## config.mk

```make
export PLATFORM = sky130hd
export DESIGN_NAME = distinct_random_draw_from_range
export DESIGN_NICKNAME = d
export VERILOG_FILES = /design/src/rtl/core/drd_pkg.sv /design/src/rtl/core/drd_ram.sv /design/src/rtl/core/drd_mod_serial.sv /design/src/rtl/core/distinct_random_draw_from_range.sv
export SDC_FILE = /design/constraint.sdc
export NUM_CORES = 2
export LEC_CHECK = 0
export BUFFER_PORTS_ARGS = -buffer_cell sky130_fd_sc_hd__buf_2
export CORE_UTILIZATION = 57
export DETAILED_ROUTE_END_ITERATION = 10
export GPL_ROUTABILITY_DRIVEN = 0
export MAX_ROUTING_LAYER = met4
export PLACE_DENSITY_LB_ADDON = 0.3
export SKIP_CTS_REPAIR_TIMING = 1
export SYNTH_ARGS = -nofsm -noshare
export SYNTH_HDL_FRONTEND = slang
export SYNTH_SLANG_ARGS = --single-unit
```

## constraint.sdc

```tcl
create_clock -name clk -period 15.95 [get_ports clk]
set_input_delay 3.19 -clock clk [delete_from_list [all_inputs] [get_ports clk]]
set_output_delay 3.19 -clock clk [all_outputs]
set_load 0.02 [all_outputs]
```

## src/rtl/core/drd_pkg.sv

```systemverilog
// Package for the distinct random draw block.
// Holds sizes, register indexes and command codes; no dependencies.
package drd_pkg;

  localparam int POOL_DEPTH  = 256;
  localparam int RANDOM_BITS = 31;

  localparam int VALUE_W    = 32;
  localparam int SIZE_W     = 9;
  localparam int RWORD_W    = 31;
  localparam int CFG_IDX_W  = 2;
  localparam int CFG_DATA_W = 32;

  localparam int IDX_W   = $clog2(POOL_DEPTH);
  localparam int CNT_W   = $clog2(POOL_DEPTH + 1);
  localparam int RW_USED = (RANDOM_BITS < RWORD_W) ? RANDOM_BITS : RWORD_W;
  localparam int STEP_W  = $clog2(RW_USED + 1);

  localparam logic [CNT_W-1:0] POOL_FULL = CNT_W'(POOL_DEPTH);

  localparam logic [CFG_IDX_W-1:0] REG_START_VALUE = 2'd0;
  localparam logic [CFG_IDX_W-1:0] REG_POOL_SIZE   = 2'd1;
  localparam logic [CFG_IDX_W-1:0] REG_DRAW_COUNT  = 2'd2;

  localparam logic CMD_DRAW    = 1'b0;
  localparam logic CMD_RESTART = 1'b1;

endpackage

```

## src/rtl/core/drd_ram.sv

```systemverilog
// Generic single-write, single-read RAM with registered read data.
// No dependencies.
module drd_ram #(
  parameter int WIDTH = 8,
  parameter int DEPTH = 256
) (
  input  logic                     clk,
  input  logic                     we,
  input  logic [$clog2(DEPTH)-1:0] waddr,
  input  logic [WIDTH-1:0]         wdata,
  input  logic [$clog2(DEPTH)-1:0] raddr,
  output logic [WIDTH-1:0]         rdata
);

  logic [WIDTH-1:0] mem [DEPTH];
  logic [WIDTH-1:0] rdata_r;

  always_ff @(posedge clk) begin
    if (we) begin
      mem[waddr] <= wdata;
    end
    rdata_r <= mem[raddr];
  end

  assign rdata = rdata_r;

endmodule

```

## src/rtl/core/drd_mod_serial.sv

```systemverilog
// Bit-serial restoring modulo: dividend mod divisor, one dividend bit per cycle.
// Depends on drd_pkg.
module drd_mod_serial (
  input  logic                        clk,
  input  logic                        rst_n,
  input  logic                        go,
  input  logic [drd_pkg::RW_USED-1:0] dividend,
  input  logic [drd_pkg::CNT_W-1:0]   divisor,
  output logic                        done,
  output logic [drd_pkg::IDX_W-1:0]   remainder
);
  import drd_pkg::*;

  logic [RW_USED-1:0] shift_r, shift_nxt;
  logic [CNT_W-1:0]   rem_r, rem_nxt;
  logic [STEP_W-1:0]  cnt_r, cnt_nxt;
  logic               run_r, run_nxt;
  logic               done_r, done_nxt;
  logic [CNT_W:0]     trial;

  assign trial = {rem_r, shift_r[RW_USED-1]};

  always_comb begin
    shift_nxt = shift_r;
    rem_nxt   = rem_r;
    cnt_nxt   = cnt_r;
    run_nxt   = run_r;
    done_nxt  = 1'b0;
    if (go) begin
      shift_nxt = dividend;
      rem_nxt   = '0;
      cnt_nxt   = STEP_W'(RW_USED);
      run_nxt   = 1'b1;
    end else if (run_r) begin
      shift_nxt = {shift_r[RW_USED-2:0], 1'b0};
      if (trial >= {1'b0, divisor}) begin
        rem_nxt = CNT_W'(trial - {1'b0, divisor});
      end else begin
        rem_nxt = CNT_W'(trial);
      end
      cnt_nxt = cnt_r - STEP_W'(1);
      if (cnt_r == STEP_W'(1)) begin
        run_nxt  = 1'b0;
        done_nxt = 1'b1;
      end
    end
  end

  always_ff @(posedge clk) begin
    if (!rst_n) begin
      run_r  <= 1'b0;
      done_r <= 1'b0;
      cnt_r  <= '0;
    end else begin
      run_r  <= run_nxt;
      done_r <= done_nxt;
      cnt_r  <= cnt_nxt;
    end
    shift_r <= shift_nxt;
    rem_r   <= rem_nxt;
  end

  assign done      = done_r;
  assign remainder = rem_r[IDX_W-1:0];

endmodule

```

## src/rtl/core/distinct_random_draw_from_range.sv

```systemverilog
// Distinct random draw from a range: top level.
// Depends on drd_pkg, drd_mod_serial, drd_ram.
//
// Usage:
//   Command channel: a request (in_cmd, in_random_word) is taken at a clock
//   edge with start high and busy low. in_cmd draw picks one unused value of
//   start_value .. start_value+min(pool_size,256)-1; in_cmd restart refills the pool.
//   Every request gives exactly one result, shown for one cycle with
//   out_valid high; the receiver cannot stall it.
//   Restart and rejected draws (empty pool, draws used up): result in the
//   cycle after the request, busy stays low, so one such request per cycle.
//   Accepted draws: the result follows the bit-serial modulo (one random bit
//   per cycle) and then two reads and one write of the offset RAM (registered
//   read). busy is high until then; the next request is taken with the result.
//   Config channel: cfg_index/cfg_wdata taken when cfg_valid is high
//   (cfg_ready is always high); write only while busy is low and no result
//   is pending. pool_size takes effect at the next restart.
//   Reset: registers go to start_value 1, pool_size 256, draw_count 256 and
//   the pool is full; no clearing pass is needed.
module distinct_random_draw_from_range (
  input  logic                           clk,
  input  logic                           rst_n,
  input  logic                           start,
  output logic                           busy,
  input  logic                           in_cmd,
  input  logic [drd_pkg::RWORD_W-1:0]    in_random_word,
  output logic                           out_valid,
  output logic signed [drd_pkg::VALUE_W-1:0] out_drawn_value,
  output logic [drd_pkg::SIZE_W-1:0]     out_values_left,
  output logic                           out_draw_error,
  output logic                           out_last_draw,
  input  logic                           cfg_valid,
  output logic                           cfg_ready,
  input  logic [drd_pkg::CFG_IDX_W-1:0]  cfg_index,
  input  logic [drd_pkg::CFG_DATA_W-1:0] cfg_wdata
);
  import drd_pkg::*;

  localparam logic [2:0] S_IDLE    = 3'd0;
  localparam logic [2:0] S_DIV     = 3'd1;
  localparam logic [2:0] S_RD_PICK = 3'd2;
  localparam logic [2:0] S_RD_TAIL = 3'd3;
  localparam logic [2:0] S_WRITE   = 3'd4;

  logic [2:0]          state_r, state_nxt;
  logic [VALUE_W-1:0]  start_value_r;
  logic [SIZE_W-1:0]   pool_size_r;
  logic [SIZE_W-1:0]   draw_count_r;
  logic [CNT_W-1:0]    live_r, live_nxt;
  logic [CNT_W-1:0]    draws_r, draws_nxt;
  logic [POOL_DEPTH-1:0] written_r, written_nxt;
  logic [IDX_W-1:0]    idx_r, idx_nxt;
  logic [IDX_W-1:0]    picked_r, picked_nxt;
  logic                out_valid_r, out_valid_nxt;
  logic [VALUE_W-1:0]  drawn_r, drawn_nxt;
  logic [CNT_W-1:0]    left_r, left_nxt;
  logic                err_r, err_nxt;
  logic                last_r, last_nxt;

  logic                accept;
  logic                no_draw;
  logic                div_go;
  logic                div_done;
  logic [IDX_W-1:0]    div_rem;
  logic [CNT_W-1:0]    clamp_size;
  logic [IDX_W-1:0]    tail;
  logic [IDX_W-1:0]    moved;
  logic [CNT_W-1:0]    draws_inc;
  logic                ram_we;
  logic [IDX_W-1:0]    ram_raddr;
  logic [IDX_W-1:0]    ram_rdata;

  assign accept     = start && (state_r == S_IDLE);
  assign no_draw    = (live_r == '0) || (32'(draws_r) >= 32'(draw_count_r));
  assign div_go     = accept && (in_cmd == CMD_DRAW) && !no_draw;
  assign clamp_size = (32'(pool_size_r) > 32'(POOL_DEPTH)) ? POOL_FULL
                                                            : CNT_W'(pool_size_r);
  assign tail       = IDX_W'(live_r - CNT_W'(1));
  assign moved      = written_r[tail] ? ram_rdata : tail;
  assign draws_inc  = draws_r + CNT_W'(1);
  assign ram_we     = (state_r == S_WRITE);
  assign ram_raddr  = (state_r == S_RD_TAIL) ? tail : idx_r;

  drd_mod_serial u_mod (
    .clk       (clk),
    .rst_n     (rst_n),
    .go        (div_go),
    .dividend  (in_random_word[RW_USED-1:0]),
    .divisor   (live_r),
    .done      (div_done),
    .remainder (div_rem)
  );

  drd_ram #(
    .WIDTH (IDX_W),
    .DEPTH (POOL_DEPTH)
  ) u_pool (
    .clk   (clk),
    .we    (ram_we),
    .waddr (idx_r),
    .wdata (moved),
    .raddr (ram_raddr),
    .rdata (ram_rdata)
  );

  always_comb begin
    state_nxt     = state_r;
    live_nxt      = live_r;
    draws_nxt     = draws_r;
    written_nxt   = written_r;
    idx_nxt       = idx_r;
    picked_nxt    = picked_r;
    out_valid_nxt = 1'b0;
    drawn_nxt     = drawn_r;
    left_nxt      = left_r;
    err_nxt       = err_r;
    last_nxt      = last_r;
    unique case (state_r)
      S_IDLE: begin
        if (accept) begin
          if (in_cmd == CMD_RESTART) begin
            written_nxt   = '0;
            live_nxt      = clamp_size;
            draws_nxt     = '0;
            out_valid_nxt = 1'b1;
            drawn_nxt     = '0;
            left_nxt      = clamp_size;
            err_nxt       = 1'b0;
            last_nxt      = 1'b0;
          end else if (no_draw) begin
            out_valid_nxt = 1'b1;
            drawn_nxt     = '0;
            left_nxt      = live_r;
            err_nxt       = 1'b1;
            last_nxt      = 1'b0;
          end else begin
            state_nxt = S_DIV;
          end
        end
      end
      S_DIV: begin
        if (div_done) begin
          idx_nxt   = div_rem;
          state_nxt = S_RD_PICK;
        end
      end
      S_RD_PICK: begin
        state_nxt = S_RD_TAIL;
      end
      S_RD_TAIL: begin
        picked_nxt = written_r[idx_r] ? ram_rdata : idx_r;
        state_nxt  = S_WRITE;
      end
      S_WRITE: begin
        written_nxt[idx_r] = 1'b1;
        live_nxt      = live_r - CNT_W'(1);
        draws_nxt     = draws_inc;
        out_valid_nxt = 1'b1;
        drawn_nxt     = start_value_r + VALUE_W'(picked_r);
        left_nxt      = live_r - CNT_W'(1);
        err_nxt       = 1'b0;
        last_nxt      = (32'(draws_inc) == 32'(draw_count_r));
        state_nxt     = S_IDLE;
      end
      default: begin
        state_nxt = S_IDLE;
      end
    endcase
  end

  always_ff @(posedge clk) begin
    if (!rst_n) begin
      state_r       <= S_IDLE;
      start_value_r <= VALUE_W'(1);
      pool_size_r   <= SIZE_W'(256);
      draw_count_r  <= SIZE_W'(256);
      live_r        <= POOL_FULL;
      draws_r       <= '0;
      written_r     <= '0;
      out_valid_r   <= 1'b0;
    end else begin
      state_r     <= state_nxt;
      live_r      <= live_nxt;
      draws_r     <= draws_nxt;
      written_r   <= written_nxt;
      out_valid_r <= out_valid_nxt;
      if (cfg_valid) begin
        unique case (cfg_index)
          REG_START_VALUE: start_value_r <= cfg_wdata;
          REG_POOL_SIZE:   pool_size_r   <= cfg_wdata[SIZE_W-1:0];
          REG_DRAW_COUNT:  draw_count_r  <= cfg_wdata[SIZE_W-1:0];
          default: ;
        endcase
      end
    end
    idx_r    <= idx_nxt;
    picked_r <= picked_nxt;
    drawn_r  <= drawn_nxt;
    left_r   <= left_nxt;
    err_r    <= err_nxt;
    last_r   <= last_nxt;
  end

  assign busy            = (state_r != S_IDLE);
  assign cfg_ready       = 1'b1;
  assign out_valid       = out_valid_r;
  assign out_drawn_value = drawn_r;
  assign out_values_left = SIZE_W'(left_r);
  assign out_draw_error  = err_r;
  assign out_last_draw   = last_r;

endmodule

```

# ---- Word level (Yosys, flattened, before mapping)
# Memories as Yosys holds them, arrays and structs flattened. A register that Yosys moved wholly into a read port is not among the register bits.
# Index checks and enable logic that the tools add are counted.
dict set report op_classes {
  add_sub_neg 5
  n_lt_le_gt_ge 6
  n_eq_ne 14
  muxes 55
  bitwise_logic 4
  reduce_logical 20
}
# operator n
set op_table {}
lappend op_table {{$mux 256} 2}
lappend op_table {{$pmux 256 s2} 1}
lappend op_table {{$or 256x256->256} 1}
lappend op_table {{$mux 32} 3}
lappend op_table {{$mux 9} 9}
lappend op_table {{$pmux 32 s2} 1}
lappend op_table {{$mux 31} 2}
lappend op_table {{$pmux 9 s2} 3}
lappend op_table {{$add 32x8->32} 1}
lappend op_table {{$mux 8} 3}
lappend op_table {{$lt 8x9->1 const B} 2}
lappend op_table {{$mux 1} 18}
lappend op_table {{$bmux 1 s8} 2}
lappend op_table {{$mux 3} 4}
lappend op_table {{$pmux 3 s4} 1}
lappend op_table {{$ge 10x9->1} 1}
lappend op_table {{$mux 5} 2}
lappend op_table {{$add 9x1->9 const B} 1}
lappend op_table {{$eq 9x9->1} 1}
lappend op_table {{$ge 9x9->1} 1}
lappend op_table {{$gt 9x9->1 const B} 1}
lappend op_table {{$logic_not 9->1} 1}
lappend op_table {{$sub 9x1->9 const B} 1}
lappend op_table {{$sub 9x9->9} 1}
lappend op_table {{25 further kinds} 41}
dict set report word_totals {
  reg_bits 434
  ram_bits 2048
  word_cells 124
  n_memories 1
}
# memory depth word_bits read_ports rd_clocked_by_memory_dff wr line
set memory_table {}
lappend memory_table {u_pool.mem 256 8 1 1 1 drd_ram.sv:15} ;# logic [WIDTH-1:0] mem [DEPTH];

# ---- Logic depth before layout (Yosys ltp)
dict set report depth {
  depth_word 6
  mapped_depth 20
  depth_no_buf 12
}

# ---- Hierarchy
# A second synthesis with hierarchy kept.
dict set report unflattened {
  cells_unflattened 5935
  area_unflattened_um2 101049.4
}
# module n_inst cells_per_inst area_each_um2
set by_module_without_submodules {}
lappend by_module_without_submodules {drd_ram 1 3733 79556.3}
lappend by_module_without_submodules {distinct_random_draw_from_range 1 1991 18998.2}
lappend by_module_without_submodules {drd_mod_serial 1 211 2494.9}

# ---- Least setup slack after synthesis
# Ideal clock, no wire load.
dict set report synth_timing {
  path_type {register -> register}
  from {reg live_r[0]}
  to {mem u_pool.mem[0][0] (data pin)}
  arrival_time_ps 13952
  required_ps 13762
  setup_slack_ps -191
  stages_incl_launch_ff 16
  n_path_buf 6
  synth_period_minus_slack_ps 16141
  path_cell_list {dfxtp_1 -> clkbuf_1 -> buf_2 -> buf_2 -> clkbuf_1 -> inv_1 -> ha_1 -> clkbuf_1 -> clkbuf_1 -> mux4_2 -> mux4_2 -> mux2i_1 -> o22ai_1 -> a311oi_1 -> nor2_2 -> o21ai_0}
}
dict set report synth_between {
  elab_chain_len 4
}
# item line
set synth_rtl {}
lappend synth_rtl {{start: declaration} distinct_random_draw_from_range.sv:49} ;# logic [CNT_W-1:0] live_r, live_nxt;
lappend synth_rtl {{start signal: assignment} distinct_random_draw_from_range.sv:183} ;# live_r <= live_nxt;
lappend synth_rtl {{$sub 9x1->9 *} -}
lappend synth_rtl {{$bmux 1 s8} distinct_random_draw_from_range.sv:79} ;# assign moved = written_r[tail] ? ram_rdata : tail;
lappend synth_rtl {{$mux 1 (implied by the code)} distinct_random_draw_from_range.sv:79}
lappend synth_rtl {{$mux 8 *} distinct_random_draw_from_range.sv:79}
lappend synth_rtl {{named net moved[0]} distinct_random_draw_from_range.sv:67} ;# logic [IDX_W-1:0] moved;
lappend synth_rtl {{end: declaration} drd_ram.sv:15}
# Mark *: on every way through the listed nets, which the timed path passes. The rest lies on a longest branch. The select of a mux whose other input is x is not followed.

# ---- Final worst setup path
dict set report layout_timing {
  from {reg live_r[0]}
  to {reg u_pool.rdata_r[0], in the netlist u_pool.rdata[0], read port of u_pool.mem}
}
dict set report layout_between {
  elab_chain_len 2
}
# item line
set layout_rtl {}
lappend layout_rtl {{$sub 9x1->9} -}
lappend layout_rtl {{$mux 8} distinct_random_draw_from_range.sv:82} ;# assign ram_raddr = (state_r == S_RD_TAIL) ? tail : idx_r;
lappend layout_rtl {{end: declaration} drd_ram.sv:16} ;# logic [WIDTH-1:0] rdata_r;
# No other way between the ends.
# A chain may end at the register's enable or synchronous reset.

==> impl_metrics.ini <==
[status]
status = completed

[floorplanning]
boundaryPins = 116
die-area_sq_um = 183000
die_h_microns = 427
die_w_microns = 427
start_util_pct = 57.6
core_area_sq_um = 179000
rows = 155

[routing]
ant_nets = 0
via_per_inst = 6.58
dr_wl_met2_microns = 134000
vias = 70000
routed.top_layer = met4
wl_microns = 298000
drc_errors = 0
dr.pass1.iters = 9
wl_per_cell_microns = 28.0
met1_length_microns = 110000
first_iter_violations = 11100
routed-wl-met3_microns = 38200

[cells_and_area]
nets = 8174
fillers = 12700
drive_gt1_share_pct = 10.7
fin_area_sq_um = 114000
area_growth_pct = 10.1
final_cells = 10600
seqCellArea_sq_um = 71300
final_util_pct = 63.4
multiInputGateArea_sq_um = 29500

[flow_run]
max_cap_viol_count = 0

[setup_path]
r2r-start = live_r[0]
endpoint_kind = flip-flop
worst_r2r_endpoint = u_pool.rdata[0]
startpoint_type = flip-flop
arrival_ps = 8040
path_class = flip-flop to flip-flop
rr_worst_depth = 14
path_max_fanout = 127
worstSetupStartpoint = live_r[0]
required_ps = 16750
rrSetupSlack_ps = 8710

[place]
numPortBuffers = 114
dp_cells = 10200
dp.final_hpwl_microns = 172000
placed_cell_area_sq_um = 106000
place_ws_ps = 8850

[clock_tree]
numCtsBuffers = 231
ctsLongestPathBuffers = 3
htree_levels = 4
cts_root_buf = clkbuf_16
path_clk_slew_ps = 70
clk_latency_ps = 900
tritoncts = yes
clock-sinks = 2490

[synth]
ys.flop_type = edfxtp_1
syn_inst = 8146
synth_edf_count = 2138
ys_warn_count = 0
syn_nets = 8249
syn_avg_cell_area_sq_um = 12.7
synth_area_sq_um = 103000
synth-seq-cells = 2490
synth_cell_types = 83
synthArstFlopShare_pct = 0
ys_seq_area_share_pct = 69.1

[timing]
post-route-min-period_ps = 7240
rsz0062_at_grt = false
max_freq_ghz = 0.138
fin_ws_ps = 8710
hold_viol = 0
fin_crit_sh_pct = 45.4
maxSlewViolCount = 0
setup_viol = 0
fin_skew_ps = 50.4
worstMarginPinSlew_ps = 1430
tns_ps = 0
max_slew_margin_pct = 4.42

[global_routing]
grt_max_degree = 225
grt_pass1_wl_microns = 434000
gr-total-overflow = 0
grt_pass1_vias = 66100
track_usage_pct = 33.4
grt_antenna_before_repair = 8

[worst_hold_path]
worstHoldEndpoint = start_value_r[6]
holdCritPathClass = flip-flop to flip-flop
whs_path_depth = 2
hp-start = start_value_r[6]

[power]
leakage_nw = 38.3
powerDensity_nw_per_um2 = 124
ir_drop_v = 0.000133
[sequential cells by signal (all words and copies together) (netlist names)]
| register | cells |
|---|---|
| draw_count_r | 9 |
| draws_r | 9 |
| idx_r | 8 |
| live_r | 9 |
| out_draw_error | 1 |
| out_drawn_value | 32 |
| out_last_draw | 1 |
| out_valid | 1 |
| out_values_left | 9 |
| picked_r | 8 |
| pool_size_r | 9 |
| start_value_r | 32 |
| state_r | 3 |
| u_mod.cnt_r | 5 |
| u_mod.done | 1 |
| u_mod.rem_r | 9 |
| u_mod.run_r | 1 |
| u_mod.shift_r | 31 |
| u_pool.mem | 2048 |
| u_pool.rdata | 8 |
| written_r | 256 |
[cells in the final DEF, fill, tap and decap left out, drive strengths merged, types with 72 or more instances in the layout]
cell type / count
a211oi: 77
o21ai: 103
nand3: 618
clkbuf: 284
nor2: 659
nor3: 88
a21oi: 569
nand2: 1747
mux4: 186
dfxtp: 352
buf: 260
a31oi: 78
clkinv: 108
and3: 72
edfxtp: 2138
mux2i: 249
[layer usage]
| metal | global-route usage [%] | vias to the layer above |
|---|---|---|
| li1 | - | 29800 |
| met1 | 44.2 | 34600 |
| met2 | 48.2 | 4795 |
| met3 | 8.53 | 840 |
| met4 | 16.0 | 0 |
| met5 | - | - |
[critical path, cell delays in order, from the launching register on]
cell and delay, ps:
dfxtp_4 840, inv_1 230, ha_4 600, nor4bb_4 370
buf_4 390, a21o_4 550, buf_12 450, buf_4 760
mux4_2 450, a22o_1 210, a31oi_1 270, o21ai_0 150
nor4_1 770, a31oi_1 370, and3_1 270
[metrics by stage]
step / hold slack, ps / power, W
2_1_floorplan: 441 / 0.00831
5_1_grt: 477 / 0.0144
6_report: 469 / 0.0141
3_5_place_dp: 455 / 0.00853
3_3_place_gp: 456 / 0.00850
4_1_cts: 464 / 0.0141
[cell usage after synthesis (45+ instances only)]
| cell type | n | area share, % |
|---|---|---|
| edfxtp_1 | 2138 | 62 |
| nand2_1 | 1747 | 6.4 |
| nor2_1 | 657 | 2.4 |
| nand3_1 | 618 | 3.0 |
| a21oi_1 | 568 | 2.8 |
| dfxtp_1 | 352 | 6.8 |
| clkbuf_1 | 273 | 0.99 |
| mux2i_1 | 249 | 2.4 |
| buf_2 | 201 | 0.98 |
| mux4_2 | 174 | 3.8 |
| o21ai_0 | 100 | 0.49 |
| nor3_1 | 88 | 0.43 |
| a31oi_1 | 78 | 0.47 |
| a211oi_1 | 75 | 0.55 |
| and3_1 | 72 | 0.44 |
| buf_1 | 65 | 0.24 |
| o22ai_1 | 53 | 0.32 |
| inv_1 | 52 | 0.19 |
| mux2_2 | 45 | 0.49 |
[power by group]
group,internal (W),leakage [nW],switching [W]
registers,0.00756,22.0,0.0000245
clock network,0.00320,3.78,0.00246
logic,0.000131,12.6,0.000696
[kinds of logic after synthesis]
logic type	count (synthesis)	share of synthesized area [%]
adder cells (fa/ha/maj)	33	0.415
XOR/XNOR	48	0.408
AND/OR/NAND/NOR	3341	13.6
flip-flops	2490	69.1
AO/OA/AOI/OAI	1132	6.73
other	1	0.00364
buffers and inverters	621	2.66
multiplexers	480	7.02
[area by class of cell]
cell class | instances | area share (%)
clock inverter | 154 | 1.52
antenna | 10 | 0.0220
sequential | 2490 | 62.8
clock buffer | 284 | 5.34
tap | 2355 | 2.60
timing repair buffer | 260 | 1.60
inverter | 53 | 0.175
multi-input combinational | 5035 | 26.0
[worst max-delay path by stage]
stage,endpoint,slack [ps],depth (start not counted)
after detailed placement,u_pool.mem[211][4],8850,11
after global placement,u_pool.mem[209][4],9050,11
after global routing,u_pool.mem[211][4],8410,11
after CTS,u_pool.mem[211][4],8830,11
after floorplan,u_pool.mem[0][0],-190,15
final,u_pool.rdata[0],8710,14
Power figures use the tool's default switching activity.
